### config.mk
export PLATFORM = sky130hd
export DESIGN_NAME = cfm_cell
export DESIGN_NICKNAME = d
export VERILOG_FILES = /design/src/rtl/cfm_pkg.sv /design/src/rtl/cfm_cell.sv
export SDC_FILE = /design/constraint.sdc
export NUM_CORES = 1
export LEC_CHECK = 0
export BUFFER_PORTS_ARGS = -buffer_cell sky130_fd_sc_hd__buf_4
export CAP_MARGIN = 40
export CORE_MARGIN = 3
export CORE_UTILIZATION = 60
export CTS_CLUSTER_DIAMETER = 80
export DETAILED_ROUTE_END_ITERATION = 12
export HOLD_SLACK_MARGIN = 0.05
export PLACE_DENSITY = 0.8
export SYNTH_ARGS = -nofsm -noshare
export SYNTH_HDL_FRONTEND = slang
export SYNTH_SLANG_ARGS = --single-unit
### constraint.sdc
create_clock -name i_clk -period 14.05 [get_ports i_clk]
set_input_delay 0.7025 -clock i_clk [delete_from_list [all_inputs] [get_ports i_clk]]
set_output_delay 0.7025 -clock i_clk [all_outputs]
set_load 0.1 [all_outputs]
### src/rtl/cfm_pkg.sv
// Package for the 5x5 mirrored RGB convolution filter.
// Shared sizes, types, state and code constants, and the kernel weight table.
// No dependencies.
package cfm_pkg;

    localparam int MAX_WIDTH  = 2048;
    localparam int MAX_HEIGHT = 4096;
    localparam int RING_ROWS  = 8;
    localparam int KERNEL_N   = 5;
    localparam int TAPS       = KERNEL_N * KERNEL_N;

    localparam int RING_W     = $clog2(RING_ROWS);
    localparam int COL_W      = $clog2(MAX_WIDTH);
    localparam int ROW_W      = $clog2(MAX_HEIGHT);
    localparam int WIDTH_W    = $clog2(MAX_WIDTH + 1);
    localparam int HEIGHT_W   = $clog2(MAX_HEIGHT + 1);
    localparam int ADDR_W     = RING_W + COL_W;
    localparam int IDX_W      = $clog2(MAX_WIDTH * MAX_HEIGHT);
    localparam int PEND_W     = $clog2(2 * MAX_WIDTH + 4);
    localparam int TAP_W      = $clog2(KERNEL_N);

    localparam int CH_W       = 8;
    localparam int PIX_W      = 4 * CH_W;
    localparam int WT_W       = 10;
    localparam int SUM_W      = 19;
    localparam int MODE_W     = 3;
    localparam int CFG_IDX_W  = 2;
    localparam int CFG_DATA_W = 13;
    localparam int CFG_WID_W  = 12;
    localparam int CFG_HGT_W  = 13;
    localparam int DIV_STEPS  = 8;
    localparam int DCNT_W     = $clog2(DIV_STEPS);

    localparam int RECIP_W     = 16;
    localparam int RECIP25     = 41944;
    localparam int SHIFT25     = 20;
    localparam int RECIP81     = 25891;
    localparam int SHIFT81     = 21;
    localparam int GAUSS_SHIFT = 8;
    localparam int CH_MAX      = 255;
    localparam int EDGE_CTR    = 220;
    localparam int ENH_CTR     = 476;

    localparam logic [MODE_W-1:0] MODE_BOX     = 3'd0;
    localparam logic [MODE_W-1:0] MODE_BART    = 3'd1;
    localparam logic [MODE_W-1:0] MODE_GAUSS   = 3'd2;
    localparam logic [MODE_W-1:0] MODE_EDGE    = 3'd3;
    localparam logic [MODE_W-1:0] MODE_ENHANCE = 3'd4;

    localparam logic [CFG_IDX_W-1:0] CFG_WIDTH  = 2'd0;
    localparam logic [CFG_IDX_W-1:0] CFG_HEIGHT = 2'd1;
    localparam logic [CFG_IDX_W-1:0] CFG_MODE   = 2'd2;

    localparam logic ACT_PIXEL = 1'b0;
    localparam logic ACT_FLUSH = 1'b1;

    typedef enum logic [2:0] {
        ST_IDLE,
        ST_DIV,
        ST_WRITE,
        ST_READ,
        ST_SUM,
        ST_QUOT
    } t_state;

    typedef logic [CH_W-1:0] t_chan;
    typedef t_chan [2:0] t_rgb;
    typedef logic signed [SUM_W-1:0] t_sum;
    typedef t_sum [2:0] t_acc;

    function automatic logic [MODE_W-1:0] mode_eff(input logic [MODE_W-1:0] mode);
        return (mode > MODE_ENHANCE) ? MODE_BOX : mode;
    endfunction

    function automatic logic [2:0] vec_tap(input logic [MODE_W-1:0] mode, input int idx);
        logic [2:0] v;
        v = 3'd1;
        if (mode == MODE_BART) begin
            case (idx)
                1, 3:    v = 3'd2;
                2:       v = 3'd3;
                default: v = 3'd1;
            endcase
        end else if (mode != MODE_BOX) begin
            case (idx)
                1, 3:    v = 3'd4;
                2:       v = 3'd6;
                default: v = 3'd1;
            endcase
        end
        return v;
    endfunction

    function automatic logic signed [WT_W-1:0] kernel_weight(input logic [MODE_W-1:0] mode,
                                                            input int row, input int col);
        logic [MODE_W-1:0]        m;
        logic [5:0]               prod;
        logic signed [WT_W-1:0]   w;
        m    = mode_eff(mode);
        prod = 6'(vec_tap(m, row)) * 6'(vec_tap(m, col));
        w    = $signed(WT_W'(prod));
        if (m == MODE_EDGE || m == MODE_ENHANCE) begin
            if (row == KERNEL_N / 2 && col == KERNEL_N / 2) begin
                w = (m == MODE_EDGE) ? $signed(WT_W'(EDGE_CTR)) : $signed(WT_W'(ENH_CTR));
            end else begin
                w = -$signed(WT_W'(prod));
            end
        end
        return w;
    endfunction

endpackage

### src/rtl/cfm_cell.sv
// One tap cell of the transposed convolution chain: adds its weighted pixel
// to the partial sums handed in by its neighbor. Uses cfm_pkg.
module cfm_cell import cfm_pkg::*; (
    input  logic                   i_clk,
    input  logic                   i_en,
    input  logic signed [WT_W-1:0] i_weight,
    input  t_rgb                   i_px,
    input  t_acc                   i_acc,
    output t_acc                   o_acc
);

    t_acc r_acc;
    t_acc n_acc;

    always_comb begin
        for (int c = 0; c < 3; c++) begin
            n_acc[c] = SUM_W'($signed(i_acc[c]) + i_weight * $signed({1'b0, i_px[c]}));
        end
    end

    always_ff @(posedge i_clk) begin
        if (i_en) begin
            r_acc <= n_acc;
        end
    end

    assign o_acc = r_acc;

endmodule

==> Yosys cells after proc, flatten, opt, wreduce, memory -nomap -nowiden <==
Index checks and enable logic that the tools add are counted.
Widths: inputs -> output; s select.
{ "op_classes": {"eq_ne": 0, "add_sub_neg": 3, "multipliers": 3, "shifts": 0, "reduce_logical": 0, "bitwise": 0, "div_mod_pow": 0, "mux": 0, "n_lt_le_gt_ge": 0} }
{ "op_table": {"columns": ["cell", "n"], "rows": [
  ["$add 19x19->19", 3],
  ["$mul 10x9->19", 3]
]} }
{ "totals": {"rom_bits": 0, "ram_bits": 0, "latchBits": 0, "n_memories": 0, "in_bits": 93, "regBits": 57, "word_cells": 9, "output_inout_bits": 57} }

==> Depth between registers and ports, before layout <==
Gate-level depths: netlist of run 1.
{ "depth": {"depth_word": 2, "depth_mapped": 20} }

==> Worst setup path after synthesis of run 1 <==
No wires, ideal clock.
{ "synth_timing": {"kind": "input -> register", "startpoint": "input port i_weight[7]", "endpoint": "register r_acc, in the netlist o_acc[18] (data pin)", "t_arrival_ns": 5.553, "stages": 20, "path_slack_ns": 8.228, "path_buffers": 1, "required_time_ns": 13.781, "path_cell_list": "clkbuf_1 > nand2_1 > fa_1 > inv_1 > fa_1 > inv_1 > fa_1 > inv_1 > fa_1 > inv_1 > fa_1 > inv_1 > ha_1 > a21o_1 > a221o_1 > a311oi_2 > a21oi_1 > o311a_1 > mux2i_1 > o311ai_1"} }
{ "synth_rtl": {"columns": ["element", "line_no", "rtl"], "rows": [
  ["start: declaration", "cfm_cell.sv:6", "input logic signed [WT_W-1:0] i_weight,"],
  ["end signal: assignment", "cfm_cell.sv:23", "r_acc <= n_acc;"],
  ["end: declaration", "cfm_cell.sv:12", "t_acc r_acc;"]
]} }

==> results of run 1 <==
==> cell families (layout without fill, tap and decap cells) <==
logic type,Yosys count,in the layout,share of synthesized area [%]
simple gates,319,319,12.5
mux,2,2,0.168
fa+ha+maj,375,375,51.4
compound gates,117,117,6.01
flops,57,57,13.6
buf+inv,402,528,12.0
xor+xnor,63,63,4.37
==> layout make-up <==
cell class	count	area [sq um]	area share [%]
timing repair buffer	149	1120	7.86
tap	270	338	2.38
multi-input combinational	876	9410	66.1
clock inverter	6	58.8	0.413
clock buffer	10	229	1.61
inverter	363	1360	9.58
sequential	57	1710	12.0
==> metrics by stage <==
stage,setup slack [ns],hold slack [ns]
2_1_floorplan,8.23,0.815
3_5_place_dp,7.91,1.01
3_3_place_gp,7.97,1.00
4_1_cts,8.26,0.651
5_1_grt,8.00,0.656
6_report,8.21,0.661
==> layer usage <==
metal,up-vias,global-route usage (%),share of wire (%)
met5,-,0,0
met4,0,5.67,1.3
met3,23,3.02,5.9
met2,232,39.6,50
met1,4555,32.1,42
li1,4231,-,-
==> Yosys cell counts, types with 3 or more instances <==
cell / n
edfxtp_1: 57
o21a_1: 6
inv_1: 363
o21bai_1: 8
nor3_1: 3
ha_1: 135
nor2_1: 20
and2_1: 123
o21ai_0: 19
nand2b_1: 9
nand2_1: 143
clkbuf_1: 37
or3_1: 3
fa_1: 240
o211ai_1: 4
and3_1: 3
xor2_1: 18
a21oi_1: 41
nand3_1: 8
xnor2_1: 45
a21o_1: 15
==> worst max-delay path, delay by kind of cell <==
kind                       cells  cell delay [ns]
muxes                          1             0.17
and+or+nand+nor                1             0.12
AOI/OAI and AO/OA              6             1.56
adders and majority gates      6             2.84
buffers and inverters          6             0.50
==> final timing paths <==
path,end,slack [ns],depth (start not counted),start
worst max-delay path,o_acc[18]$_DFFE_PP_,8.21,20,i_weight[7]
worst min-delay path,o_acc[19]$_DFFE_PP_,0.66,2,i_acc[19]
==> run_results.csv, run 1 <==
group,metric,value,unit
floorplan,row_count,52,
setup_path,critPathMaxFanout,24,
route,remaining_drc_errors,0,
timing,tns,0,ns
clock_tree,cts_tree,"yes",
synth,ys_types,50,
route,vias,9041,
timing,fin_crit,5.84,ns
setup_path,crit_chain,"buf_4 -> nand2_1 -> fa_1 -> inv_1 -> fa_1 -> inv_1 -> fa_1 -> inv_1 -> fa_1 -> inv_1 -> fa_1 -> inv_1 -> ha_1 -> a21o_1 -> a221o_1 -> a311oi_2 -> a21oi_1 -> o311a_1 -> mux2i_1 -> o311ai_1",
timing,slew_violations,0,
placed_design,port_buffers,149,
timing,timing.fmax,171,MHz
timing,hold_violations,0,
hold_path,hold_path.class,"in2reg",
placed_design,place_inst,1715,
clock_tree,cts_buffer_depth,2,
clock_tree,root_buffer,"clkbuf_16",
synth,syn_area,12600,sq um
global_route,grt_pass1_vias,9434,
finish,final_core_util,69.6,%
clock_tree,clkSlewWorstSetupHoldPaths,0.05,ns
route,routed_wirelength,24700,um
synth,ys_warn_count,0,
global_route,antenna_found_initial,0,
finish,syn2layout_area_growth,12.6,%
run_status,outcome,"finished clean",
placed_design,dpl.hpwl,20100,um
placed_design,place_congestion,0.856,
floorplan,io_pins,150,
clock_tree,post_cts.repair.setup_buffers,0,
floorplan,core-area,20400,sq um
finish,drive_gt1_share,11.4,%
synth,async_flop_share,0,%
synth,synth_nets,1803,
route,drt_pre_antenna_iters,5,
timing,tightest_slew,0.770,ns
timing,slew_headroom,48.7,%
clock_tree,clock-sinks,57,
synth,seq_area_frac_synth,13.6,%
global_route,gr-total-overflow,0,
synth,synthCells,1335,
floorplan,dieArea,22800,sq um
finish,final_cell_mix,"inv_1, fa_1, buf_4",
setup_path,critPathMaxStageDelay,0.55,ns
setup_path,slowest_stage,"fa_1",
synth,ys.flop_type,"edfxtp_1",
floorplan,die_y,151,um
placed_design,post_dp_cell_area,13900,sq um
synth,avgSynthCellArea,9.46,sq um
finish,final_common_cell,"inv_1",
finish,diodes,0,
setup_path,start_kind,"primary input",
clock_tree,cts_resized,0,
synth,ys_seq_elements,57,
route,ant_nets,0,
setup_path,worst-setup-path-type,"in2reg",
finish,num-nets-final,1924,
floorplan,start_util,61.8,%
clock_tree,cts_buffers,9,
global_route,grt_max_degree,58,
synth,synth_area_leaders,"fa_1, edfxtp_1, ha_1",
synth,synth_top_area_cell,"fa_1",
global_route,grt_pass1_wl,42800,um
finish,fin_cells,1731,
setup_path,endpoint_kind,"flop",
timing,setup_viol,0,
run,drv_cap,0,
synth,synth_edf_count,57,
finish,final_cell_area,14200,sq um
timing,timing.final.crit_share,41.6,%
route,wl_per_cell,14.2,um
finish,fill_cells,1630,
setup_path,worstPathRequired,14.13,ns
timing,rsz0062_at_grt,"no",
setup_path,cp.arrival,5.93,ns
finish,largest_register_ffs,57,
clock_tree,hold_buffers,0,
clock_tree,h-tree-depth,3,
global_route,grt_usage,23.3,%
route,vias_per_cell,5.22,
synth,synth_top_area_share,38.0,%
floorplan,die-width,151,um
route,drtIter0Drc,428,
Power of run 1 is not shown: default switching activity piles up to over one toggle a cycle in this logic, so the estimate is an artifact.
==> run 2: changes to the inputs <==
--- a/config.mk
+++ b/config.mk
@@ -8,11 +8,11 @@
 export BUFFER_PORTS_ARGS = -buffer_cell sky130_fd_sc_hd__buf_4
 export CAP_MARGIN = 40
 export CORE_MARGIN = 3
-export CORE_UTILIZATION = 60
+export CORE_UTILIZATION = 56
 export CTS_CLUSTER_DIAMETER = 80
 export DETAILED_ROUTE_END_ITERATION = 12
 export HOLD_SLACK_MARGIN = 0.05
-export PLACE_DENSITY = 0.8
+export PLACE_DENSITY = 0.78
 export SYNTH_ARGS = -nofsm -noshare
 export SYNTH_HDL_FRONTEND = slang
 export SYNTH_SLANG_ARGS = --single-unit
==> constraint.sdc (replaced) <==
create_clock -name i_clk -period 4.7 [get_ports i_clk]
set_input_delay 0.235 -clock i_clk [delete_from_list [all_inputs] [get_ports i_clk]]
set_output_delay 0.235 -clock i_clk [all_outputs]
set_load 0.1 [all_outputs]
==> run 2 against run 1 <==
The run now ends with setup timing left. Critical path type unchanged. Final area is 11% higher. Non-clock buffer count is 149 higher. Clock-buffer cell count is 1 lower. Core utilization is 2.2 points higher. First-iteration DRC count is 4.9% lower. Largest cell class unchanged. Critical path depth is 1 lower. Wire length is 9.3% higher. Global-route usage is 0.13 points lower. Die area is 6.9% higher. Via count is 6.1% higher.
==> run_results.csv, run 2 (synthesis results as in run 1) <==
group,metric,value,unit
finish,drive_gt1_share,22.9,%
global_route,grt_pass1_vias,10019,
finish,final_cell_mix,"inv_1, buf_4, fa_1",
setup_path,cp.arrival,4.82,ns
clock_tree,cts_buffer_depth,2,
clock_tree,clock-sinks,57,
route,vias,9593,
timing,slew_violations,0,
clock_tree,clkSlewWorstSetupHoldPaths,0.05,ns
timing,fin_ws,-0.0352,ns
run,drv_cap,0,
run_status,violations,"setup timing",
clock_tree,hold_buffers,0,
timing,timing.fmax,211,MHz
placed_design,port_buffers,149,
hold_path,worstHoldStart,"i_acc[19]",
global_route,gr-total-overflow,0,
finish,fill_cells,1603,
floorplan,die_y,156,um
global_route,grt_pass1_wl,45900,um
global_route,grtUsageMet2,38.0,%
route,drtIter0Drc,407,
route,wl_per_cell,14.3,um
route,remaining_drc_errors,0,
finish,multi_input_area,9720,sq um
hold_path,hold_path.class,"in2reg",
timing,slew_headroom,46.7,%
placed_design,place_inst,1866,
clock_tree,cts_buffers,9,
global_route,antenna_found_initial,0,
finish,seqCellArea,1710,sq um
clock_tree,root_buffer,"clkbuf_16",
setup_path,cp-startpoint,"i_weight[3]",
floorplan,start_util,57.5,%
hold_path,min_path_cells,2,
setup_path,worst-setup-path-type,"in2reg",
floorplan,die-width,156,um
setup_path,worstPathRequired,4.78,ns
clock_tree,h-tree-depth,3,
placed_design,place_congestion,0.871,
floorplan,dieArea,24400,sq um
route,ant_nets,0,
setup_path,endpoint_kind,"flop",
finish,largest_register_ffs,57,
finish,final_common_cell,"inv_1",
run_status,outcome,"finished with violations",
timing,rsz0062_at_grt,"yes",
timing,tns,-0.0352,ns
floorplan,io_pins,150,
hold_path,min_to,"o_acc[19]$_DFFE_PP_",
finish,num-nets-final,2073,
global_route,grt_max_degree,58,
setup_path,critPathMaxFanout,6,
finish,final_core_util,71.9,%
finish,diodes,0,
timing,tightest_slew,0.800,ns
timing,setup_viol,1,
finish,fin_cells,1890,
placed_design,dpl.hpwl,22600,um
route,vias_per_cell,5.08,
route,drt_pre_antenna_iters,5,
route,routed_wirelength,26900,um
finish,syn2layout_area_growth,25.0,%
timing,fin_crit,4.74,ns
global_route,globalRouteMet3Util,3.50,%
timing,timing.final.crit_share,101,%
global_route,globalRouteMet1Util,32.8,%
clock_tree,cts_tree,"yes",
global_route,busiest_layer,"met2",
setup_path,start_kind,"primary input",
global_route,grt_usage,23.2,%
floorplan,row_count,54,
timing,hold_violations,0,
floorplan,core-area,22000,sq um
## run 2: cell types whose count changed in the layout (fill, tap and decap cells not counted), sizes merged
| cell | delta |
|---|---|
| buf | +149 |
| inv | +1 |
| clkinvlp | +2 |
| clkbuf | -1 |
| clkinv | -2 |
## run 2: stage by stage
stage | instance area [sq um] | setup slack (ns) | hold slack [ns]
after global routing | 15800 | -0.270 | 0.200
after floorplan | 12900 | -0.188 | 0.347
final | 15800 | -0.0352 | 0.194
after global placement | 15100 | -0.386 | 0.534
after CTS | 15600 | -0.0111 | 0.183
after detailed placement | 15100 | -0.575 | 0.539
## run 2: area by class of cell
cell class	count	area share, %
Tap cell	280	2.22
Clock inverter	7	0.444
Multi-Input combinational cell	876	61.6
Clock buffer	9	1.43
Timing Repair Buffer	298	14.8
Sequential cell	57	10.8
Inverter	363	8.63
## run 2: how the worst max path moves through the flow
stage / slack (ns) / cells past startpoint / to
after floorplan: -0.19 / 20 / o_acc[18]$_DFFE_PP_
after global placement: -0.39 / 20 / o_acc[18]$_DFFE_PP_
after detailed placement: -0.58 / 21 / o_acc[36]$_DFFE_PP_
after CTS: -0.01 / 19 / o_acc[18]$_DFFE_PP_
after global routing: -0.27 / 20 / o_acc[18]$_DFFE_PP_
final: -0.04 / 19 / o_acc[18]$_DFFE_PP_
## run 2: what timing repair did
item / CTS / global route
setup endpoints to repair: 7 / 15
gates resized for setup: 26 / 37
pin swaps: 5 / 18
buffers inserted: 4 / 4
## run 2: worst max-delay path: stages
cell      delay [ns]
buf_4           0.14
and2_4          0.16
fa_2            0.38
fa_1            0.52
inv_1           0.05
fa_1            0.47
inv_1           0.05
fa_1            0.49
inv_2           0.04
fa_1            0.51
inv_2           0.05
ha_4            0.24
a21o_1          0.15
a221o_1         0.34
a311oi_2        0.29
a21oi_2         0.13
o311a_1         0.32
mux2i_1         0.14
o311ai_1        0.11
## run 2: layer usage
layer | part of all wire, % | vias up
met5 | 0 | -
met4 | 1.6 | 0
met3 | 6.4 | 32
met2 | 49 | 268
met1 | 43 | 4742
li1 | - | 4551
Power of run 2 is left out for the same reason.
==> run 3: changes to the inputs <==
--- a/config.mk
+++ b/config.mk
@@ -7,6 +7,7 @@
 export LEC_CHECK = 0
 export BUFFER_PORTS_ARGS = -buffer_cell sky130_fd_sc_hd__buf_4
 export CAP_MARGIN = 40
+export CORE_ASPECT_RATIO = 0.5
 export CORE_MARGIN = 3
 export CORE_UTILIZATION = 56
 export CTS_CLUSTER_DIAMETER = 80
==> run 3 against run 2 <==
Global-route usage is 1.2 points higher. Core utilization is 0.057 points lower. Setup slack worse by 0.092 ns. First-iteration DRC count increased by 29%. The flow still finishes with violations (setup timing). Critical endpoint is now o_acc[17]$_DFFE_PP_. Final area is 0.26% lower. Non-clock buffer count grew 5. Sequential cell count unchanged.
==> run_results.csv, run 3 (synthesis results as in run 1) <==
group,metric,value,unit
floorplan,dieArea,24500,sq um
placed_design,dpl.hpwl,23800,um
global_route,grt_max_degree,58,
hold_path,min_path_cells,2,
finish,final_cell_mix,"inv_1, buf_4, fa_1",
timing,tightest_slew,0.799,ns
placed_design,place_congestion,0.908,
clock_tree,clkSlewWorstSetupHoldPaths,0.06,ns
finish,drive_gt1_share,23.0,%
floorplan,io_pins,150,
clock_tree,clock-sinks,57,
run_status,violations,"setup timing",
clock_tree,cts_buffers,9,
timing,timing.final.crit_share,103,%
finish,largest_register_ffs,57,
route,vias,9773,
finish,seqCellArea,1710,sq um
floorplan,row_count,38,
route,drtIter0Drc,525,
timing,rsz0062_at_grt,"yes",
timing,fin_crit,4.83,ns
finish,fill_cells,1542,
setup_path,worst-setup-path-type,"in2reg",
finish,multi_input_area,9680,sq um
run_status,outcome,"finished with violations",
finish,num-nets-final,2078,
setup_path,cp.arrival,4.89,ns
global_route,antenna_found_initial,0,
global_route,grt_pass1_vias,10482,
route,routed_wirelength,28600,um
global_route,gr-total-overflow,0,
finish,final_common_cell,"inv_1",
clock_tree,cts_buffer_depth,2,
route,drt_pre_antenna_iters,6,
setup_path,start_kind,"primary input",
timing,slew_headroom,46.7,%
route,wl_per_cell,15.0,um
timing,slew_violations,0,
global_route,grt_pass1_wl,48200,um
route,vias_per_cell,5.11,
hold_path,worstHoldStart,"i_acc[19]",
floorplan,die_y,112,um
placed_design,port_buffers,149,
route,ant_nets,0,
finish,diodes,0,
floorplan,start_util,57.6,%
timing,fin_ws,-0.127,ns
hold_path,hold_path.class,"in2reg",
clock_tree,h-tree-depth,3,
timing,setup_viol,3,
timing,hold_violations,0,
clock_tree,cts_tree,"yes",
floorplan,die-width,218,um
global_route,grt_usage,24.4,%
finish,syn2layout_area_growth,24.7,%
run,drv_cap,0,
clock_tree,hold_buffers,0,
setup_path,endpoint_kind,"flop",
finish,final_core_util,71.8,%
route,remaining_drc_errors,0,
timing,timing.fmax,207,MHz
floorplan,core-area,21900,sq um
hold_path,min_to,"o_acc[19]$_DFFE_PP_",
setup_path,critPathMaxFanout,6,
setup_path,worstPathRequired,4.76,ns
clock_tree,root_buffer,"clkbuf_16",
==> run 3: repair_timing <==
item / in CTS / in global routing
gates resized for setup: 21 / 41
endpoints found under the setup margin: 5 / 14
pin swaps: 4 / 18
setup buffers: 3 / 6
==> run 3: critical path, cell delays in order <==
cell and delay (ns):
buf_12 0.08, buf_4 0.10, buf_4 0.11, nand2_1 0.07, fa_2 0.67, buf_4 0.15, fa_2 0.45, buf_4 0.17
fa_1 0.50, inv_1 0.05, fa_1 0.50, inv_1 0.05, fa_1 0.48, inv_1 0.04, ha_1 0.38, inv_1 0.11
and3_1 0.15, a2111oi_1 0.37, o311ai_1 0.21
==> run 3: metrics by stage <==
step	worst slack (ns)	hold slack, ns	cells	cell area, sq um	TNS, ns
finish	-0.127	0.180	1914	15700	-0.220
global route	-0.238	0.174	1914	15700	-0.752
CTS	-0.0301	0.173	1908	15500	-0.0301
detailed placement	-0.576	0.541	1890	15200	-5.77
global placement	-0.336	0.533	1890	15200	-3.51
floorplan	-0.188	0.347	1335	12900	-0.188
==> run 3: per-layer routing <==
metal	wire, um	vias to the layer above	GRT usage, %
li1	-	4543	-
met1	11700	4922	30.6
met3	1340	59	3.87
met4	610	0	7.16
met2	14900	249	43.8
met5	0	-	0
==> run 3: area by class of cell <==
cell class	count	share of cell area, %
multi-input combinational	876	61.5
clock inverter	5	0.151
tap	300	2.38
sequential	57	10.9
timing repair buffer	303	15.0
clock buffer	10	1.45
inverter	363	8.66
==> run 3: worst max-delay path by stage <==
stage / from / end
2_1_floorplan: i_weight[5] / o_acc[18]$_DFFE_PP_
3_3_place_gp: i_px[2] / o_acc[18]$_DFFE_PP_
3_5_place_dp: i_weight[7] / o_acc[55]$_DFFE_PP_
4_1_cts: i_px[2] / o_acc[18]$_DFFE_PP_
5_1_grt: i_weight[5] / o_acc[18]$_DFFE_PP_
6_report: i_px[2] / o_acc[17]$_DFFE_PP_
Power of run 3 is left out for the same reason.
