### src/rtl/cfm_pkg.sv
// Package for the 5x5 mirrored RGB convolution filter.
// Shared sizes, types, state and code constants, and the kernel weight table.
// No dependencies.
package cfm_pkg;

    localparam int MAX_WIDTH  = 2048;
    localparam int MAX_HEIGHT = 4096;
    localparam int RING_ROWS  = 8;
    localparam int KERNEL_N   = 5;
    localparam int TAPS       = KERNEL_N * KERNEL_N;

    localparam int RING_W     = $clog2(RING_ROWS);
    localparam int COL_W      = $clog2(MAX_WIDTH);
    localparam int ROW_W      = $clog2(MAX_HEIGHT);
    localparam int WIDTH_W    = $clog2(MAX_WIDTH + 1);
    localparam int HEIGHT_W   = $clog2(MAX_HEIGHT + 1);
    localparam int ADDR_W     = RING_W + COL_W;
    localparam int IDX_W      = $clog2(MAX_WIDTH * MAX_HEIGHT);
    localparam int PEND_W     = $clog2(2 * MAX_WIDTH + 4);
    localparam int TAP_W      = $clog2(KERNEL_N);

    localparam int CH_W       = 8;
    localparam int PIX_W      = 4 * CH_W;
    localparam int WT_W       = 10;
    localparam int SUM_W      = 19;
    localparam int MODE_W     = 3;
    localparam int CFG_IDX_W  = 2;
    localparam int CFG_DATA_W = 13;
    localparam int CFG_WID_W  = 12;
    localparam int CFG_HGT_W  = 13;
    localparam int DIV_STEPS  = 8;
    localparam int DCNT_W     = $clog2(DIV_STEPS);

    localparam int RECIP_W     = 16;
    localparam int RECIP25     = 41944;
    localparam int SHIFT25     = 20;
    localparam int RECIP81     = 25891;
    localparam int SHIFT81     = 21;
    localparam int GAUSS_SHIFT = 8;
    localparam int CH_MAX      = 255;
    localparam int EDGE_CTR    = 220;
    localparam int ENH_CTR     = 476;

    localparam logic [MODE_W-1:0] MODE_BOX     = 3'd0;
    localparam logic [MODE_W-1:0] MODE_BART    = 3'd1;
    localparam logic [MODE_W-1:0] MODE_GAUSS   = 3'd2;
    localparam logic [MODE_W-1:0] MODE_EDGE    = 3'd3;
    localparam logic [MODE_W-1:0] MODE_ENHANCE = 3'd4;

    localparam logic [CFG_IDX_W-1:0] CFG_WIDTH  = 2'd0;
    localparam logic [CFG_IDX_W-1:0] CFG_HEIGHT = 2'd1;
    localparam logic [CFG_IDX_W-1:0] CFG_MODE   = 2'd2;

    localparam logic ACT_PIXEL = 1'b0;
    localparam logic ACT_FLUSH = 1'b1;

    typedef enum logic [2:0] {
        ST_IDLE,
        ST_DIV,
        ST_WRITE,
        ST_READ,
        ST_SUM,
        ST_QUOT
    } t_state;

    typedef logic [CH_W-1:0] t_chan;
    typedef t_chan [2:0] t_rgb;
    typedef logic signed [SUM_W-1:0] t_sum;
    typedef t_sum [2:0] t_acc;

    function automatic logic [MODE_W-1:0] mode_eff(input logic [MODE_W-1:0] mode);
        return (mode > MODE_ENHANCE) ? MODE_BOX : mode;
    endfunction

    function automatic logic [2:0] vec_tap(input logic [MODE_W-1:0] mode, input int idx);
        logic [2:0] v;
        v = 3'd1;
        if (mode == MODE_BART) begin
            case (idx)
                1, 3:    v = 3'd2;
                2:       v = 3'd3;
                default: v = 3'd1;
            endcase
        end else if (mode != MODE_BOX) begin
            case (idx)
                1, 3:    v = 3'd4;
                2:       v = 3'd6;
                default: v = 3'd1;
            endcase
        end
        return v;
    endfunction

    function automatic logic signed [WT_W-1:0] kernel_weight(input logic [MODE_W-1:0] mode,
                                                            input int row, input int col);
        logic [MODE_W-1:0]        m;
        logic [5:0]               prod;
        logic signed [WT_W-1:0]   w;
        m    = mode_eff(mode);
        prod = 6'(vec_tap(m, row)) * 6'(vec_tap(m, col));
        w    = $signed(WT_W'(prod));
        if (m == MODE_EDGE || m == MODE_ENHANCE) begin
            if (row == KERNEL_N / 2 && col == KERNEL_N / 2) begin
                w = (m == MODE_EDGE) ? $signed(WT_W'(EDGE_CTR)) : $signed(WT_W'(ENH_CTR));
            end else begin
                w = -$signed(WT_W'(prod));
            end
        end
        return w;
    endfunction

endpackage

### src/rtl/cfm_unpremul.sv
// One color lane of the un-premultiply unit: floor(c*255/alpha), clamped.
// Restoring divider, one quotient bit per step. Uses cfm_pkg.
module cfm_unpremul import cfm_pkg::*; (
    input  logic  i_clk,
    input  logic  i_load,
    input  logic  i_step,
    input  t_chan i_chan,
    input  t_chan i_alpha,
    output t_chan o_value
);

    logic [CH_W-1:0]   r_rem;
    logic [CH_W-1:0]   r_low;
    logic [CH_W-1:0]   r_den;
    logic [CH_W-1:0]   r_quo;
    logic              r_zero;
    logic              r_sat;
    logic [2*CH_W-1:0] num;
    logic [CH_W:0]     trial;
    logic              fits;

    assign num   = {i_chan, {CH_W{1'b0}}} - (2*CH_W)'(i_chan);
    assign trial = {r_rem, r_low[CH_W-1]};
    assign fits  = trial >= {1'b0, r_den};

    always_ff @(posedge i_clk) begin
        if (i_load) begin
            r_rem  <= num[2*CH_W-1:CH_W];
            r_low  <= num[CH_W-1:0];
            r_den  <= i_alpha;
            r_zero <= (i_alpha == '0);
            r_sat  <= (i_chan >= i_alpha);
        end else if (i_step) begin
            r_rem <= fits ? CH_W'(trial - {1'b0, r_den}) : CH_W'(trial);
            r_low <= {r_low[CH_W-2:0], 1'b0};
            r_quo <= {r_quo[CH_W-2:0], fits};
        end
    end

    assign o_value = r_zero ? '0 : (r_sat ? t_chan'(CH_MAX) : r_quo);

endmodule

### config.mk
export PLATFORM = sky130hd
export DESIGN_NAME = cfm_unpremul
export DESIGN_NICKNAME = d
export VERILOG_FILES = /design/src/rtl/cfm_pkg.sv /design/src/rtl/cfm_unpremul.sv
export SDC_FILE = /design/constraint.sdc
export NUM_CORES = 1
export LEC_CHECK = 0
export BUFFER_PORTS_ARGS = -buffer_cell sky130_fd_sc_hd__buf_4
export CAP_MARGIN = 20
export CORE_MARGIN = 2
export CORE_UTILIZATION = 28
export CTS_CLUSTER_DIAMETER = 30
export DETAILED_ROUTE_END_ITERATION = 7
export GPL_TIMING_DRIVEN = 0
export PLACE_DENSITY = 0.54
export SLEW_MARGIN = 20
export SYNTH_ARGS = -nofsm -noshare
export SYNTH_HDL_FRONTEND = slang
export SYNTH_SLANG_ARGS = --single-unit
### constraint.sdc
create_clock -name i_clk -period 2.6 [get_ports i_clk]
set_clock_uncertainty 0.15 [all_clocks]
set_input_delay 0.13 -clock i_clk [delete_from_list [all_inputs] [get_ports i_clk]]
set_output_delay 0.13 -clock i_clk [all_outputs]
set_load 0.01 [all_outputs]
# Word level (Yosys, flattened, before mapping)
# Index checks and enable logic that the tools add are counted.
[totals]
reg_bits = 34
inputBits = 19
out_inout_bits = 8
elab_cells = 21
[classes]
add_sub_neg = 2
order_cmp = 2
muxes = 7
bitwise_logic = 1
n_reduce_logical = 3
[ops]
columns = ["op", "n"]
rows = [
  ["two-way mux 8 bit", 7],
  ["subtractor 16 x 8 -> 16 bit", 1],
  [">= comparator 9 x 8 -> 1 bit", 1],
  [">= comparator 8 bit", 1],
  ["logical NOT 8 bit", 1],
  ["subtractor 8 bit", 1],
  ["AND reduction 2 bit", 1],
  ["nonzero test 2 bit", 1],
  ["NOT 1 bit", 1],
]

# Depth between registers and ports, before layout
# Gate-level depths: netlist of run 1.
[logic_depth]
ltp_word = 4
mapped_depth = 8
ltp_nobuf = 8

# Worst setup path after synthesis of run 1
# OpenSTA, ideal clock, no wires.
[synth_path]
kind = "reg-to-reg"
start = "register r_rem[5]"
end = "register r_rem[0] (data pin)"
setup_time_ns = 0.256
t_arrival_ns = 1.730
required_time_ns = 2.194
setup_slack_ns = 0.464
stages_incl_launch_ff = 8
n_path_buf = 1
synth_period_minus_slack_ns = 2.136
cell_sequence = "edfxtp_1 ha_1 a21o_1 a211oi_1 and2_1 buf_4 a31oi_1 a22o_1"
[synth_via]
elab_chain_len = 4
[synth_rtl]
columns = ["item", "line", "source"]
rows = [
  ["start, declared", "cfm_unpremul.sv:12", "logic [CH_W-1:0] r_rem;"],
  ["start signal, assigned", "cfm_unpremul.sv:28", "r_rem <= num[2*CH_W-1:CH_W];"],
  ["start signal, assigned", "cfm_unpremul.sv:34", "r_rem <= fits ? CH_W'(trial - {1'b0, r_den}) : CH_W'(trial);"],
  [">= comparator 9 x 8 -> 1 bit", "cfm_unpremul.sv:24", "assign fits = trial >= {1'b0, r_den};"],
  ["two-way mux 8 bit", "cfm_unpremul.sv:34", ""],
  ["two-way mux 8 bit", "cfm_unpremul.sv:33", "end else if (i_step) begin"],
  ["two-way mux 8 bit", "cfm_unpremul.sv:27", "if (i_load) begin"],
]
# Every way passes these cells. The select of a mux whose other input is x is not followed.
# A chain may end at the register's enable or synchronous reset.

# Worst setup path in the final report of run 1
# Same ends and word-level chain as after synthesis.

==> results of run 1 <==
-- sequential cells by signal (all words and copies together) (netlist names) --
| name | cells |
|---|---|
| r_zero | 1 |
| r_sat | 1 |
| r_quo | 8 |
| r_den | 8 |
| r_rem | 8 |
| r_low | 8 |
-- worst max-delay path: stages (launching register included) --
cell	delay, ns
sky130_fd_sc_hd__edfxtp_1	0.41
sky130_fd_sc_hd__ha_1	0.39
sky130_fd_sc_hd__a21o_1	0.20
sky130_fd_sc_hd__a211oi_1	0.27
sky130_fd_sc_hd__and2_1	0.17
sky130_fd_sc_hd__buf_4	0.15
sky130_fd_sc_hd__a31oi_1	0.09
sky130_fd_sc_hd__a22o_1	0.24
-- how the worst max path moves through the flow --
stage	from	endpoint	slack, ns	cells after the start
finish	r_rem[5]$_DFFE_PP_	r_rem[0]$_DFFE_PP_	0.29	7
global route	r_den[1]$_DFFE_PP_	r_rem[7]$_DFFE_PP_	0.15	7
CTS	r_rem[5]$_DFFE_PP_	r_rem[0]$_DFFE_PP_	0.28	7
detailed placement	i_load	r_low[0]$_SDFFCE_PN0P_	0.26	4
global placement	i_load	r_low[0]$_SDFFCE_PN0P_	0.25	4
floorplan	r_rem[5]$_DFFE_PP_	r_rem[0]$_DFFE_PP_	0.46	7
-- per-layer routing --
layer	vias up	GRT usage, %
met4	0	4.59
met5	-	0
met1	853	17.0
li1	893	-
met3	4	1.69
met2	35	21.3
-- power by group --
group	internal (W)	leakage (nW)	switching (W)
Combinational	0.000286	0.764	0.000359
Sequential	0.000699	0.335	0.0000355
Clock	0.000282	0.0579	0.000194
Total	0.00127	1.16	0.000588
-- what timing repair did --
item                      CTS  global route
buffers inserted            0             0
hold buffers                8             0
hold endpoints to repair    8             0
-- cell type report --
| cell class | instances | area, µm² |
|---|---|---|
| Buffer | 7 | 31.3 |
| Inverter | 25 | 95.1 |
| Fill cell | 801 | 5020 |
| Clock inverter | 3 | 40.0 |
| Multi-Input combinational cell | 156 | 1130 |
| Timing Repair Buffer | 34 | 275 |
| Sequential cell | 34 | 1020 |
| Clock buffer | 5 | 68.8 |
| Tap cell | 102 | 128 |
-- through the flow --
stage,total power [W],hold WS (ns)
2_1_floorplan,0.00120,0.0789
3_3_place_gp,0.00138,0.173
3_5_place_dp,0.00138,0.175
4_1_cts,0.00187,0.0138
5_1_grt,0.00199,0.0177
6_report,0.00186,0.0152
-- cells in the final DEF, fill, tap and decap left out, types with 3 or more instances in the layout --
cell type / n
sky130_fd_sc_hd__o21ai_0: 6
sky130_fd_sc_hd__clkbuf_1: 5
sky130_fd_sc_hd__clkbuf_8: 5
sky130_fd_sc_hd__a21oi_1: 10
sky130_fd_sc_hd__edfxtp_1: 34
sky130_fd_sc_hd__a31oi_1: 5
sky130_fd_sc_hd__ha_1: 18
sky130_fd_sc_hd__dlygate4sd3_1: 8
sky130_fd_sc_hd__a211oi_1: 5
sky130_fd_sc_hd__nand2_1: 11
sky130_fd_sc_hd__nor2b_1: 4
sky130_fd_sc_hd__a22oi_1: 4
sky130_fd_sc_hd__clkinv_2: 3
sky130_fd_sc_hd__xor2_1: 4
sky130_fd_sc_hd__xnor2_1: 6
sky130_fd_sc_hd__o21ai_1: 3
sky130_fd_sc_hd__nor2_1: 28
sky130_fd_sc_hd__nand2b_1: 4
sky130_fd_sc_hd__a21o_1: 3
sky130_fd_sc_hd__buf_4: 27
sky130_fd_sc_hd__mux2_2: 6
sky130_fd_sc_hd__inv_1: 23
-- cells by family after synthesis --
logic type	synth area share, %
multiplexers	3.90
buffers and inverters	5.55
adder cells (fa/ha/maj)	10.8
AO/OA/AOI/OAI	16.1
flip-flops	44.9
XOR/XNOR	3.85
AND/OR/NAND/NOR	15.0
==> metrics.log, run 1 <==
[metrics] status: completed
[metrics] Chip Width: 94.2 µm
[metrics] endpoint of the most critical register-to-register path: r_rem[0]$_DFFE_PP_
[metrics] Final Wtd Congestion: 0.837
[metrics] average via count per standard cell: 4.88
[metrics] core region area: 7810 µm²
[metrics] CTS tree: built
[metrics] placed cell area: 2600 µm²
[metrics] post-layout minimum cycle time: 2.31 ns
[metrics] io pins: 27
[metrics] kind of path behind the tightest hold check: primary input to register
[metrics] setup-violating endpoint count in the final report: 0
[metrics] worst slew pin tran: 0.733 ns
[metrics] root buffer cell: sky130_fd_sc_hd__clkbuf_8
[metrics] portion of the clock cycle consumed by the worst path in the final layout: 88.9%
[metrics] Synth Area per Inst: 10.3 µm²
[metrics] total clock buffers created by CTS: 5
[metrics] clk buf depth: 2
[metrics] VDD IR-drop max: 0.336 mV
[metrics] initial antenna violation count: 0
[metrics] final HPWL from detailed placement: 4.07 mm
[metrics] top_reg_cell synth: sky130_fd_sc_hd__edfxtp_1
[metrics] Resized Gates After CTS: 0
[metrics] cell total after placement: 350
[metrics] maximum number of pins on one net before global-route repair: 17
[metrics] area share of the largest cell type after synthesis: 44.9%
[metrics] sink of the worst hold path: r_den[5]$_DFFE_PP_
[metrics] count of cell types in the netlist: 51
[metrics] GRT Resource Usage Total: 12.8%
[metrics] vias after detailed routing: 1785
[metrics] total met2 wirelength after detailed routing: 2.56 mm
[metrics] top cells by count, synth: sky130_fd_sc_hd__edfxtp_1, sky130_fd_sc_hd__nor2_1, sky130_fd_sc_hd__inv_1
[metrics] max-capacitance violation count: 0
[metrics] R2R cell count: 7
[metrics] portion of the post-synthesis area used by sequential elements: 44.9%
[metrics] Critical R2R Launch: r_rem[5]$_DFFE_PP_
[metrics] largest fanout of any net on the critical path: 8
[metrics] arrival time at the worst endpoint: 2.20 ns
[metrics] Clock H-tree levels: 2
[metrics] total of buffers placed on input and output ports: 26
[metrics] fraction of synthesis flops using an asynchronous set or reset pin: 0%
[metrics] non-filler cells in the finished layout: 366
[metrics] average wire per standard cell: 14.0 µm
[metrics] kind of end point of the critical path: register
[metrics] leakage power: 1.16 nW
[metrics] Row Count: 32
[metrics] netlist area before placement: 2280 µm²
[metrics] number of global-route vias before repair: 1852
[metrics] startpoint-to-endpoint class of the critical path: register to register
[metrics] FF-to-FF setup slack: 0.29 ns
[metrics] setup slack after placement: 0.262 ns
[metrics] antenna diode count: 0
[metrics] first-pass GRT wire length: 8.83 mm
[metrics] count of endpoints failing hold in the final timing report: 0
[metrics] final design utilization: 35.7%
[metrics] #FFs+latches synth: 34
[metrics] Req. time, crit path: 2.49 ns
[metrics] drt drc: 0
[metrics] setup_tns: 0 ns
[metrics] Layout area overhead: 22.5%
[metrics] remaining antenna violation count after routing: 0
[metrics] dominant cell by count in the synthesized netlist: sky130_fd_sc_hd__edfxtp_1
[metrics] unrepaired setup endpoints after global routing: no
[metrics] top cells by area in the synthesized netlist: sky130_fd_sc_hd__edfxtp_1, sky130_fd_sc_hd__ha_1, sky130_fd_sc_hd__nor2_1
[metrics] Detailed Routing Iterations Pass 1: 4
[metrics] final design area excluding fillers: 2790 µm²
[metrics] power per standard cell area: 665 nW/µm²
[metrics] initial standard-cell utilization of the core: 29.2%
[metrics] final routed wirelength across all metal layers: 5.14 mm
[metrics] net total in the final layout: 301
[metrics] maximum frequency from static timing analysis: 433 MHz
[metrics] critical path startpoint category: register
[metrics] synthesized netlist cell count: 222
[metrics] max-slew violation total from the final report: 0
[metrics] EDFF count, synth: 34
[metrics] worst relative slew slack: 51.1%
[metrics] sum of routed wire segments on met1: 2.32 mm
[metrics] share of layout cells above drive strength 1: 18.2%
[metrics] final worst setup slack: 0.289 ns
[metrics] hold path cells: 1
[metrics] highest metal used: met4
[metrics] CTS Sinks: 34
[metrics] area of the die: 8870 µm²
[metrics] DR WL met3: 208 µm
[metrics] total of warnings raised by yosys: 0
[metrics] startpoint of the worst hold path: i_load
[metrics] insertion delay of the later-clocked pin in the worst-skew pair: 0.28 ns
[metrics] number of DRC markers after the initial detailed-route iteration: 79
[metrics] largest area contributor in the netlist: sky130_fd_sc_hd__edfxtp_1
[metrics] Clk pin slew, worst setup/hold paths: 0.07 ns
[metrics] Chip Height: 94.2 µm
[metrics] total gr overflow: 0
[metrics] number of nets in the synthesized netlist: 260
No activity file was read; power rests on OpenSTA's default activity.
==> inputs of run 2 (changes only) <==
ABC_AREA = 1   (was default)
PLACE_DENSITY = default   (was 0.54)
==> metrics.log, run 2 <==
[metrics] clk buf depth: 2 (unchanged)
[metrics] hold path cells: 1 (unchanged)
[metrics] core region area: 8220 µm² (+5.2%)
[metrics] final HPWL from detailed placement: 4.18 mm (+2.7%)
[metrics] kind of end point of the critical path: register
[metrics] largest area contributor in the netlist: sky130_fd_sc_hd__edfxtp_1
[metrics] Row Count: 33 (+3.1%)
[metrics] critical path's largest stage delay: 0.39 ns (-0.02 ns)
[metrics] area share of the largest cell type after synthesis: 43.2% (-1.7 points)
[metrics] number of DRC markers after the initial detailed-route iteration: 91 (+15%)
[metrics] area of the die: 9190 µm² (+3.7%)
[metrics] max-slew violation total from the final report: 0 (unchanged)
[metrics] total of warnings raised by yosys: 0 (unchanged)
[metrics] top cells by area in the synthesized netlist: sky130_fd_sc_hd__edfxtp_1, sky130_fd_sc_hd__nand2_1, sky130_fd_sc_hd__ha_1
[metrics] Clock H-tree levels: 2 (unchanged)
[metrics] top cells by count, synth: sky130_fd_sc_hd__nand2_1, sky130_fd_sc_hd__inv_1, sky130_fd_sc_hd__edfxtp_1, sky130_fd_sc_hd__nand3_1, sky130_fd_sc_hd__nor2_1
[metrics] setup_tns: 0 ns (unchanged)
[metrics] initial antenna violation count: 0 (unchanged)
[metrics] Chip Height: 95.9 µm (+1.8%)
[metrics] netlist area before placement: 2360 µm² (+3.8%)
[metrics] total of buffers placed on input and output ports: 26 (unchanged)
[metrics] total gr overflow: 0 (unchanged)
[metrics] io pins: 27 (unchanged)
[metrics] Clk pin slew, worst setup/hold paths: 0.07 ns (about the same)
[metrics] vias after detailed routing: 2020 (+13%)
[metrics] arrival time at the worst endpoint: 2.03 ns (-0.17 ns)
[metrics] top library cells by usage in the layout, fill and taps aside: sky130_fd_sc_hd__nand2_1, sky130_fd_sc_hd__inv_1, sky130_fd_sc_hd__nand3_1, sky130_fd_sc_hd__edfxtp_1, sky130_fd_sc_hd__nor2_1
[metrics] Critical R2R Launch: r_rem[4]$_DFFE_PP_
[metrics] setup-violating endpoint count in the final report: 0 (unchanged)
[metrics] cell-by-cell trace of the critical path: ha_1, nand2_1, nor2_4, nand3_1, nand2_1, nor2_2, nand3_1, nand3_1, nand2_1
[metrics] Final Wtd Congestion: 0.863 (+3.2%)
[metrics] average via count per standard cell: 4.53 (-7.1%)
[metrics] CTS Sinks: 34 (unchanged)
[metrics] unrepaired setup endpoints after global routing: no
[metrics] Global Route met3 Usage: 1.64% (-0.041 points)
[metrics] leakage power: 1.37 nW (+19%)
[metrics] VDD IR-drop max: 0.254 mV (-25%)
[metrics] critical path startpoint category: register
[metrics] GRT Resource Usage Total: 12.2% (-0.56 points)
[metrics] count of cell types in the netlist: 25 (-51%)
[metrics] Req. time, crit path: 2.48 ns (about the same)
[metrics] final design area excluding fillers: 2850 µm² (+2.3%)
[metrics] maximum frequency from static timing analysis: 467 MHz (+7.9%)
[metrics] most common library cell in the layout ignoring fill and taps: sky130_fd_sc_hd__nand2_1
[metrics] startpoint-to-endpoint class of the critical path: register to register
[metrics] FF-to-FF setup slack: 0.46 ns (+0.17 ns)
[metrics] source of the critical timing path: r_rem[4]$_DFFE_PP_
[metrics] #FFs+latches synth: 34 (unchanged)
[metrics] dominant cell by count in the synthesized netlist: sky130_fd_sc_hd__nand2_1
[metrics] total clock buffers created by CTS: 5 (unchanged)
[metrics] initial standard-cell utilization of the core: 28.8% (-0.39 points)
[metrics] number of global-route vias before repair: 1923 (+3.8%)
[metrics] worst slew pin tran: 0.696 ns (-0.0373 ns)
[metrics] global-route met1 utilization: 15.8% (-1.2 points)
[metrics] Detailed Routing Iterations Pass 1: 4 (unchanged)
[metrics] remaining antenna violation count after routing: 0 (unchanged)
[metrics] drt drc: 0 (unchanged)
[metrics] maximum number of pins on one net before global-route repair: 17 (unchanged)
[metrics] kind of path behind the tightest hold check: primary input to register
[metrics] portion of the clock cycle consumed by the worst path in the final layout: 82.4% (-6.5 points)
[metrics] root buffer cell: sky130_fd_sc_hd__clkbuf_8
[metrics] average wire per standard cell: 11.7 µm (-17%)
[metrics] number of nets in the synthesized netlist: 338 (+30%)
[metrics] number of filler cells placed in the layout: 857 (+7.0%)
[metrics] status: completed
[metrics] antenna diode count: 0 (unchanged)
[metrics] fraction of synthesis flops using an asynchronous set or reset pin: 0% (unchanged)
[metrics] endpoint of the most critical register-to-register path: r_rem[1]$_DFFE_PP_
[metrics] EDFF count, synth: 34 (unchanged)
[metrics] post-layout minimum cycle time: 2.14 ns (-0.169 ns)
[metrics] R2R cell count: 9 (+2)
[metrics] Chip Width: 95.9 µm (+1.8%)
[metrics] startpoint of the worst hold path: i_load
[metrics] placed cell area: 2690 µm² (+3.5%)
[metrics] worst relative slew slack: 53.5% (+2.4 points)
[metrics] Storage cell area: 1020 µm² (unchanged)
[metrics] global routing met2 resource utilization: 21.3% (about the same)
[metrics] portion of the post-synthesis area used by sequential elements: 43.2% (-1.7 points)
[metrics] sink of the worst hold path: r_den[0]$_DFFE_PP_
[metrics] largest fanout of any net on the critical path: 8 (unchanged)
[metrics] number of buffers inserted to repair setup after CTS: 0 (unchanged)
[metrics] final routed wirelength across all metal layers: 5.21 mm (+1.4%)
[metrics] top_reg_cell synth: sky130_fd_sc_hd__edfxtp_1
[metrics] Layout area overhead: 20.7%
[metrics] net total in the final layout: 380 (+26%)
[metrics] grt peak-use layer: met2
[metrics] first-pass GRT wire length: 8.72 mm (-1.3%)
[metrics] master of the slowest instance on the critical path: sky130_fd_sc_hd__edfxtp_1
[metrics] Synth Area per Inst: 7.88 µm² (-23%)
[metrics] max-capacitance violation count: 0 (unchanged)
[metrics] Multi-input gate area: 1130 µm² (+0.33%)
[metrics] CTS tree: built
[metrics] synthesized netlist cell count: 300 (+35%)
[metrics] insertion delay of the later-clocked pin in the worst-skew pair: 0.28 ns (about the same)
[metrics] power per standard cell area: 589 nW/µm² (-12%)
[metrics] share of layout cells above drive strength 1: 12.6% (-5.6 points)
[metrics] count of endpoints failing hold in the final timing report: 0 (unchanged)
run 2: cell count changes after synthesis, sizes merged, moves of 5 or more:
cell and change:
nand3 +33, a211oi -5, xnor2 -6, nor2 +5, mux2 -7, inv +27, nand2 +75
run 2: kinds of logic (layout without fill, tap and decap cells):
group	after synthesis	in the layout	synth area share [%]
AND/OR/NAND/NOR	166	166	31.1
buffers and inverters	56	97	8.89
flip-flops	34	34	43.2
AO/OA/AOI/OAI	20	20	4.61
adder cells (fa/ha/maj)	19	19	10.4
XOR/XNOR	5	5	1.85
run 2: worst max-delay path, delay by kind of cell (launching register included):
| kind | cells | cell delay [ns] |
|---|---|---|
| AND/OR/NAND/NOR | 8 | 0.97 |
| adder cells (fa/ha/maj) | 1 | 0.38 |
| flip-flops | 1 | 0.39 |
run 2: what timing repair did:
item / CTS / global route
resized for setup: 0 / 0
hold buffers: 9 / 0
hold endpoints to repair: 9 / 0
run 2: per-stage QoR:
| stage | hold WS (ns) | total power, W | util, % | std cells | worst slack, ns |
|---|---|---|---|---|---|
| floorplan | 0.0789 | 0.00117 | - | 300 | 0.749 |
| global placement | 0.170 | 0.00132 | 32.7 | 431 | 0.466 |
| detailed placement | 0.171 | 0.00133 | 32.7 | 431 | 0.446 |
| CTS | 0.0619 | 0.00169 | 34.7 | 446 | 0.432 |
| global route | 0.0677 | 0.00180 | 34.7 | 446 | 0.330 |
| finish | 0.0712 | 0.00168 | 34.7 | 446 | 0.458 |
run 2: power breakdown:
group	internal, W	switching, W
combinational	0.000236	0.000375
sequential	0.000687	0.0000275
clock	0.000174	0.000178
run 2: final cells by class:
cell class,count,share of cell area (%)
inverter,51,6.71
buffer,5,0.658
timing repair buffer,35,10.0
sequential,34,35.8
multi-input combinational,210,39.7
clock inverter,1,0.132
tap,105,4.61
clock buffer,5,2.41
run 2: routing by layer:
layer | share of wire (%) | routed length [µm] | vias up
met5 | 0 | 0 | -
met4 | 1.4 | 72 | 0
met3 | 3.0 | 158 | 9
met2 | 49 | 2550 | 41
met1 | 47 | 2430 | 912
li1 | - | - | 1058
run 2: how the worst max path moves through the flow:
stage,end,depth (start not counted)
floorplan,r_rem[0]$_DFFE_PP_,9
detailed placement,r_rem[2]$_DFFE_PP_,9
global placement,r_rem[1]$_DFFE_PP_,9
global route,r_rem[0]$_DFFE_PP_,9
CTS,r_rem[1]$_DFFE_PP_,9
finish,r_rem[1]$_DFFE_PP_,9
==> inputs of run 3 (changes only) <==
ABC_AREA = 0   (was 1)
clock period = 1.8 ns   (was 2.6 ns; I/O delays follow)
==> metrics.log, run 3 (synthesis results as in run 1) <==
[metrics] VDD IR-drop max: 0.508 mV (+100%)
[metrics] total gr overflow: 0 (unchanged)
[metrics] final worst setup slack: -0.284 ns (-0.742 ns)
[metrics] Row Count: 32 (-3.0%)
[metrics] power per standard cell area: 1030 nW/µm² (+75%)
[metrics] Clock H-tree levels: 2 (unchanged)
[metrics] area of the die: 8870 µm² (-3.6%)
[metrics] maximum number of pins on one net before global-route repair: 17 (unchanged)
[metrics] cell-by-cell trace of the critical path: ha_4, a21o_1, a211oi_2, and2_1, buf_6, a31oi_1, a22o_1
[metrics] leakage power: 1.25 nW (-8.7%)
[metrics] initial standard-cell utilization of the core: 29.2% (+0.39 points)
[metrics] violations in the final reports: setup timing
[metrics] maximum frequency from static timing analysis: 480 MHz (+2.8%)
[metrics] drt drc: 0 (unchanged)
[metrics] kind of path behind the tightest hold check: primary input to register
[metrics] count of buffer and inverter cells on the critical path: 1 (+1)
[metrics] max-slew violation total from the final report: 0 (unchanged)
[metrics] critical path startpoint category: register
[metrics] CTS Sinks: 34 (unchanged)
[metrics] total number of cells along the worst setup path: 7 (-2)
[metrics] final design utilization: 39.8% (+5.1 points)
[metrics] Chip Height: 94.2 µm (-1.8%)
[metrics] startpoint-to-endpoint class of the critical path: register to register
[metrics] final HPWL from detailed placement: 4.05 mm (-3.0%)
[metrics] vias after detailed routing: 1873 (-7.3%)
[metrics] CTS tree: built
[metrics] initial antenna violation count: 0 (unchanged)
[metrics] overall power consumption: 0.00321 W (+91%)
[metrics] master of the slowest instance on the critical path: sky130_fd_sc_hd__edfxtp_1
[metrics] kind of end point of the critical path: register
[metrics] share of layout cells above drive strength 1: 32.6% (+20 points)
[metrics] critical path's largest stage delay: 0.44 ns (+0.05 ns)
[metrics] GRT Resource Usage Total: 13.3% (+1.1 points)
[metrics] portion of the clock cycle consumed by the worst path in the final layout: 116% (+33 points)
[metrics] arrival time at the worst endpoint: 1.98 ns (-0.05 ns)
[metrics] Chip Width: 94.2 µm (-1.8%)
[metrics] fraction of power consumed by sequential logic: 33.8% (-8.8 points)
[metrics] average via count per standard cell: 4.92 (+8.5%)
[metrics] setup slack after placement: -0.505 ns (-0.951 ns)
[metrics] FF-to-FF setup slack: -0.28 ns (-0.74 ns)
[metrics] io pins: 27 (unchanged)
[metrics] Layout area overhead: 36.5%
[metrics] fraction of power consumed by combinational cells: 40.0% (+3.6 points)
[metrics] top library cells by usage in the layout, fill and taps aside: sky130_fd_sc_hd__buf_4, sky130_fd_sc_hd__edfxtp_1, sky130_fd_sc_hd__nor2_1
[metrics] most common library cell in the layout ignoring fill and taps: sky130_fd_sc_hd__buf_4
[metrics] count of endpoints failing hold in the final timing report: 0 (unchanged)
[metrics] placed cell area: 2670 µm² (-0.74%)
[metrics] final design area excluding fillers: 3110 µm² (+8.9%)
[metrics] number of global-route vias before repair: 1922 (-0.052%)
[metrics] switching share of power: 30.9% (-3.7 points)
[metrics] Detailed Routing Iterations Pass 1: 4 (unchanged)
[metrics] post-layout minimum cycle time: 2.08 ns (-0.0583 ns)
[metrics] Req. time, crit path: 1.69 ns (-0.79 ns)
[metrics] total of buffers placed on input and output ports: 26 (unchanged)
[metrics] Final Wtd Congestion: 0.871 (+0.86%)
[metrics] remaining antenna violation count after routing: 0 (unchanged)
[metrics] P_sw: 0.000992 W (+71%)
[metrics] Clk pin slew, worst setup/hold paths: 0.07 ns (about the same)
[metrics] status: finished, violations left
[metrics] source of the critical timing path: r_rem[5]$_DFFE_PP_
[metrics] clk buf depth: 2 (unchanged)
[metrics] setup-violating endpoint count in the final report: 9 (+9)
[metrics] insertion delay of the later-clocked pin in the worst-skew pair: 0.29 ns (about the same)
[metrics] worst relative slew slack: 51.5% (-1.9 points)
[metrics] max-capacitance violation count: 0 (unchanged)
[metrics] endpoint of the most critical register-to-register path: r_rem[0]$_DFFE_PP_
[metrics] average wire per standard cell: 14.6 µm (+25%)
[metrics] root buffer cell: sky130_fd_sc_hd__clkbuf_8
[metrics] number of filler cells placed in the layout: 796 (-7.1%)
[metrics] antenna diode count: 0 (unchanged)
[metrics] number of DRC markers after the initial detailed-route iteration: 86 (-5.5%)
[metrics] total clock buffers created by CTS: 5 (unchanged)
[metrics] R2R cell count: 7 (-2)
[metrics] internal power: 0.00221 W (+100%)
[metrics] final routed wirelength across all metal layers: 5.56 mm (+6.7%)
[metrics] first-pass GRT wire length: 9.14 mm (+4.7%)
[metrics] crit path capture: r_rem[0]$_DFFE_PP_
[metrics] largest fanout of any net on the critical path: 8 (unchanged)
[metrics] portion of total power attributed to the clock network: 26.3% (+5.3 points)
[metrics] Critical R2R Launch: r_rem[5]$_DFFE_PP_
[metrics] worst slew pin tran: 0.725 ns (+0.0294 ns)
[metrics] core region area: 7810 µm² (-5.0%)
[metrics] unrepaired setup endpoints after global routing: yes
[metrics] critical path's top delay family: compound AO/OA/AOI/OAI gates
[metrics] net total in the final layout: 316 (-17%)
-- run 3: cell types whose count changed in the layout (fill, tap and decap cells not counted), moves of 7 or more --
| cell | change |
|---|---|
| sky130_fd_sc_hd__ha_1 | -8 |
| sky130_fd_sc_hd__buf_4 | +15 |
| sky130_fd_sc_hd__ha_4 | +7 |
| sky130_fd_sc_hd__nand3_1 | -32 |
| sky130_fd_sc_hd__inv_1 | -29 |
| sky130_fd_sc_hd__nand2_1 | -77 |
-- run 3: cell type report --
class	instances	area, µm²	area share [%]
well taps	102	128	4.11
inverters	25	95.1	3.06
plain buffers	7	37.5	1.21
repair buffers	49	390	12.6
flip-flops and latches	34	1020	32.9
multi-input cells	156	1300	41.8
clock inverters	3	68.8	2.22
clock buffers	5	68.8	2.22
-- run 3: metal layers --
metal  vias to the layer above  global-route usage (%)  wire, µm
li1                        927                       -         -
met1                       902                    17.5      2600
met2                        35                    22.1      2660
met3                         9                    2.17       194
met4                         0                    4.83       101
met5                         -                       0         0
-- run 3: power by group through the flow --
stage                     combinational (W)  clock, W  sequential (W)
after CTS                           0.00123  0.000860         0.00108
after floorplan                    0.000763         0         0.00107
final                               0.00128  0.000843         0.00108
after global routing                0.00142  0.000881         0.00109
after global placement             0.000998         0         0.00109
after detailed placement            0.00101         0         0.00110
-- run 3: how the worst min path moves through the flow --
| stage | startpoint | end | slack [ns] | depth (start not counted) |
|---|---|---|---|---|
| floorplan | i_alpha[0] | r_den[0]$_DFFE_PP_ | 0.04 | 0 |
| global placement | i_alpha[5] | r_den[5]$_DFFE_PP_ | 0.14 | 1 |
| global route | i_alpha[0] | r_zero$_DFFE_PP_ | 0.08 | 3 |
| CTS | i_alpha[0] | r_zero$_DFFE_PP_ | 0.05 | 3 |
| detailed placement | i_alpha[4] | r_den[4]$_DFFE_PP_ | 0.13 | 1 |
| finish | i_alpha[0] | r_zero$_DFFE_PP_ | 0.06 | 3 |
-- run 3: repair_timing --
item                       in CTS  in global routing
hold buffers                    9                  0
setup endpoints to repair      25                 10
setup buffers                  12                  2
hold endpoints to repair       18                  0
resized for setup              21                  4
pin swaps                      10                  9
-- run 3: stage by stage --
step	TNS, ns	cells	hold slack (ns)
6_report	-1.88	381	0.0568
3_3_place_gp	-11.72	350	0.135
2_1_floorplan	-0.670	222	0.0389
4_1_cts	-1.79	379	0.0507
5_1_grt	-2.71	381	0.0763
3_5_place_dp	-12.39	350	0.132
-- run 3: worst min-delay path: stages --
cell and delay [ns]:
sky130_fd_sc_hd__buf_4 0.09, sky130_fd_sc_hd__or4_1 0.11, sky130_fd_sc_hd__nor2_1 0.04
